File: src/vansc_ram.sv
// generic single-write, single-read ram with registered read data
// no dependencies
module vansc_ram #(
    parameter int WIDTH      = 8,
    parameter int DEPTH      = 16,
    parameter int ADDR_WIDTH = 4
) (
    input  logic                  aclk,
    input  logic                  wr_en,
    input  logic [ADDR_WIDTH-1:0] wr_addr,
    input  logic [WIDTH-1:0]      wr_data,
    input  logic                  rd_en,
    input  logic [ADDR_WIDTH-1:0] rd_addr,
    output logic [WIDTH-1:0]      rd_data
);

    logic [WIDTH-1:0] mem [DEPTH];
    logic [WIDTH-1:0] rd_data_reg;

    always_ff @(posedge aclk) begin
        if (wr_en) begin
            mem[wr_addr] <= wr_data;
        end
        if (rd_en) begin
            rd_data_reg <= mem[rd_addr];
        end
    end

    assign rd_data = rd_data_reg;

endmodule

File: config.mk
export PLATFORM = sky130hd
export DESIGN_NAME = vansc_ram
export DESIGN_NICKNAME = d
export VERILOG_FILES = /design/src/vansc_ram.sv
export SDC_FILE = /design/constraint.sdc
export NUM_CORES = 1
export LEC_CHECK = 0
export BUFFER_PORTS_ARGS = -buffer_cell sky130_fd_sc_hd__buf_2
export CORE_AREA = 2 2 129 131
export DETAILED_ROUTE_END_ITERATION = 8
export DIE_AREA = 0 0 131 133
export PLACE_DENSITY_LB_ADDON = 0.2
export SLEW_MARGIN = 10
export SYNTH_ARGS = -nofsm -noshare
export SYNTH_HDL_FRONTEND = slang
export SYNTH_SLANG_ARGS = --single-unit
File: constraint.sdc
create_clock -name aclk -period 2.6 [get_ports aclk]
set_input_delay 0.65 -clock aclk [delete_from_list [all_inputs] [get_ports aclk]]
set_output_delay 0.65 -clock aclk [all_outputs]
set_load 0.05 [all_outputs]
-- Word-level counts from Yosys, hierarchy flattened
Memories as Yosys holds them, arrays and structs flattened. A register that Yosys moved wholly into a read port is not among the register bits.
Cells that the tools add are included.
- muxes and demuxes: 2
- operator list (cell ; number):
    2-to-1 mux 1 bit ; 2
- register bits after elaboration: 0
- RAM bits: 128
- bits of input ports: 19
- output and inout bits: 8
- word-level logic and storage cells: 3
- memories kept: 1
- memory list (name ; words ; width ; rd ports ; clocked after Yosys merged registers in ; write ports ; line ; source):
    mem ; 16 ; 8 ; 1 ; 1 ; 1 ; 17 ; logic [WIDTH-1:0] mem [DEPTH];

-- Logic depth before layout (Yosys ltp)
- depth in word-level cells: 2
- depth in mapped cells: 5
- depth with buffers taken out: 3

-- Worst setup path before layout
Ideal clock, no wire load.
- path kind: input port to flip-flop
- start point: in wr_addr[2]
- end point: mem mem[0][0], enable pin
- setup time: 0.383 ns
- data arrival time: 1.760 ns
- data required time: 2.217 ns
- setup slack: 0.457 ns
- stages on the path: 2
- buffers on the path: 0
- cells stage by stage: or3b_2 nor3_1
- RTL lines (what ; line ; source):
    from (decl) ; 10 ; input logic [ADDR_WIDTH-1:0] wr_addr,
    to (decl) ; 17 ;
Straight into the memory's write port.

==> results.py <==
metrics = {
    "outcome": {
        "status": "finished clean",
    },
    "sta": {
        "worst_slack_ns": 0.806,
        "hold_ws_ns": 0.604,
        "final-hold-violation-count": 0,
        "fin_setup_tns_ns": 0,
        "achievable-frequency_mhz": 558,
        "period_minus_slack_ns": 1.79,
        "rsz0062_at_grt": "false",
        "finClkSkew_ns": 0.00414,
        "setup_violations": 0,
        "period_share_pct": 69.0,
        "slew_violations": 0,
        "worst_pin_slew_ns": 0.648,
        "slew_headroom_pct": 56.6,
    },
    "power": {
        "power.leakage_nw": 2.14,
        "power_mw": 5.20,
        "pwr_density_cell_mw_per_mm2": 816,
        "peakVddDrop_uv": 477,
    },
    "layout": {
        "final_common_cell": "edfxtp_1",
        "antennaDiodeCount": 0,
        "final_nets": 308,
        "final_cell_mix": "136 x edfxtp_1, 26 x buf_2, 23 x buf_4, 18 x mux4_2, 17 x clkbuf_16",
        "area_growth_pct": 21.8,
        "n_fill_cell": 1445,
        "fin_cells": 522,
        "largest_reg_flops": 128,
        "final_cell_area_sq_mm": 0.00637,
        "drive_gt1_share_pct": 33.4,
        "fin_util_pct": 39.4,
    },
    "setup_path": {
        "end_kind": "flip-flop",
        "cp_top_family": "multiplexers",
        "reg2reg_depth": 3,
        "path_depth": 5,
        "max_stage_delay_ns": 0.59,
        "cp_max_fo": 16,
        "reg2reg_to": "rd_data[4]",
        "cp.arrival_ns": 1.96,
        "crit_path_start": "rd_addr[0]",
        "cp-endpoint": "rd_data[1]",
        "reg2reg_from": "mem[2][4]",
        "crit_path_top_delay_cell": "mux4_1",
        "critPathRequiredTime_ns": 2.76,
        "start_kind": "input port",
        "critPathKind": "in -> reg",
        "crit_chain": "buf_2, buf_12, mux4_1, a22oi_1, nand2_1",
        "crit_buf_inv": 2,
        "r2r_slack_ns": 1.03,
    },
    "clock_network": {
        "htreeDepth": 4,
        "cts_setup_buffers": 0,
        "cts-hold-fix-buffers": 0,
        "insertion_delay_ns": 0.42,
        "root_buffer": "clkbuf_16",
        "cts.repair.resized": 0,
        "cts_buffers": 17,
        "clock_sinks": 136,
        "cts_buffer_depth": 2,
        "cts_tree": "built",
        "path_clk_slew_ns": 0.06,
    },
    "route": {
        "routedWlPerCell_um": 20.4,
        "drt-initial-drc-count": 197,
        "first_pass_iters": 6,
        "drt-total-wl_um": 10600,
        "vias": 2456,
        "remaining_drc_errors": 0,
        "drtAntennaViolNets": 0,
        "via_per_inst": 4.70,
    },
    "yosys": {
        "synth.area.top_cells": "edfxtp_1 78%, mux4_2 7.8%, mux4_1 7.0%",
        "synth_nets": 248,
        "syn_avg_cell_area_sq_um": 22.8,
        "synth-seq-cells": 136,
        "synthDistinctLibCells": 18,
        "yosysSeqAreaShare_pct": 78.1,
        "ys_warn_count": 0,
        "syn_inst": 229,
        "yosysTopAreaCell": "edfxtp_1",
        "syn-cell-area_sq_mm": 0.00523,
        "yosysTopAreaCellShare_pct": 78.1,
    },
    "floorplan": {
        "die-area_sq_mm": 0.0174,
        "die-height_um": 133,
        "fp.coreArea_sq_mm": 0.0162,
        "start_util_pct": 32.3,
        "ioPinCount": 27,
        "die-width_um": 131,
        "rows": 47,
    },
    "place": {
        "place_congestion": 0.713,
        "placed_cells": 490,
        "dpl.hpwl_um": 6840,
        "place_area_sq_mm": 0.00576,
        "dpl_worst_slack_ns": 0.340,
        "io_buffer_count": 26,
    },
    "global_routing": {
        "grt_max_degree": 33,
        "grt_use_met3_pct": 3.92,
        "grt_pass1_wl_um": 16200,
        "grt_pass1_vias": 2624,
        "track_usage_pct": 13.5,
        "grt_busiest_layer": "met1",
        "use_met1_pct": 19.3,
        "antenna_found_initial": 0,
        "use_met2_pct": 19.2,
        "grt_overflow_total": 0,
    },
    "hold_path": {
        "hold_path_class": "in -> reg",
    },
    "flow_run": {
        "cap_violations": 0,
    },
}
-- cells by family after synthesis --
family	synth area share (%)
AO/OA/AOI/OAI	2.30
buffers and inverters	1.65
flip-flops	78.1
multiplexers	14.8
AND/OR/NAND/NOR	3.14
-- worst min-delay path by stage --
stage               startpoint         end  slack, ns  depth (start not counted)
floorplan            mem[7][0]  rd_data[0]       0.70                          3
global placement    mem[11][1]  rd_data[1]       0.73                          3
detailed placement  mem[14][2]  rd_data[2]       0.74                          3
CTS                      rd_en  rd_data[2]       0.60                          1
global route             rd_en  rd_data[1]       0.60                          1
finish                   rd_en  rd_data[2]       0.60                          1
-- cell usage after synthesis (all sizes together) --
master	count
mux4	32
a22oi	16
nand3b	2
nor2b	1
and2	1
nand2b	2
or3b	1
clkdlybuf4s25	3
nor3	4
nor2	13
edfxtp	136
nand3	1
and2b	1
nand2	9
buf	7
-- where the power goes --
| part | switching (mW) | internal (mW) |
|---|---|---|
| combinational | 0.168 | 0.0990 |
| clock | 0.861 | 1.59 |
| sequential | 0.0113 | 2.47 |
| total | 1.04 | 4.16 |
-- layout make-up --
cell class	instances	area, sq um	share of cell area [%]
Multi-Input combinational cell	83	1060	16.6
Timing Repair Buffer	51	343	5.38
Clock inverter	15	184	2.89
Clock buffer	17	425	6.68
Tap cell	220	275	4.32
Sequential cell	136	4080	64.1
-- layer usage --
| layer | vias to the layer above | part of all wire, % |
|---|---|---|
| met4 | 0 | 2.1 |
| met2 | 69 | 45 |
| met3 | 12 | 4.7 |
| met1 | 1275 | 48 |
| li1 | 1100 | - |
| met5 | - | 0 |
Power figures use the tool's default switching activity.
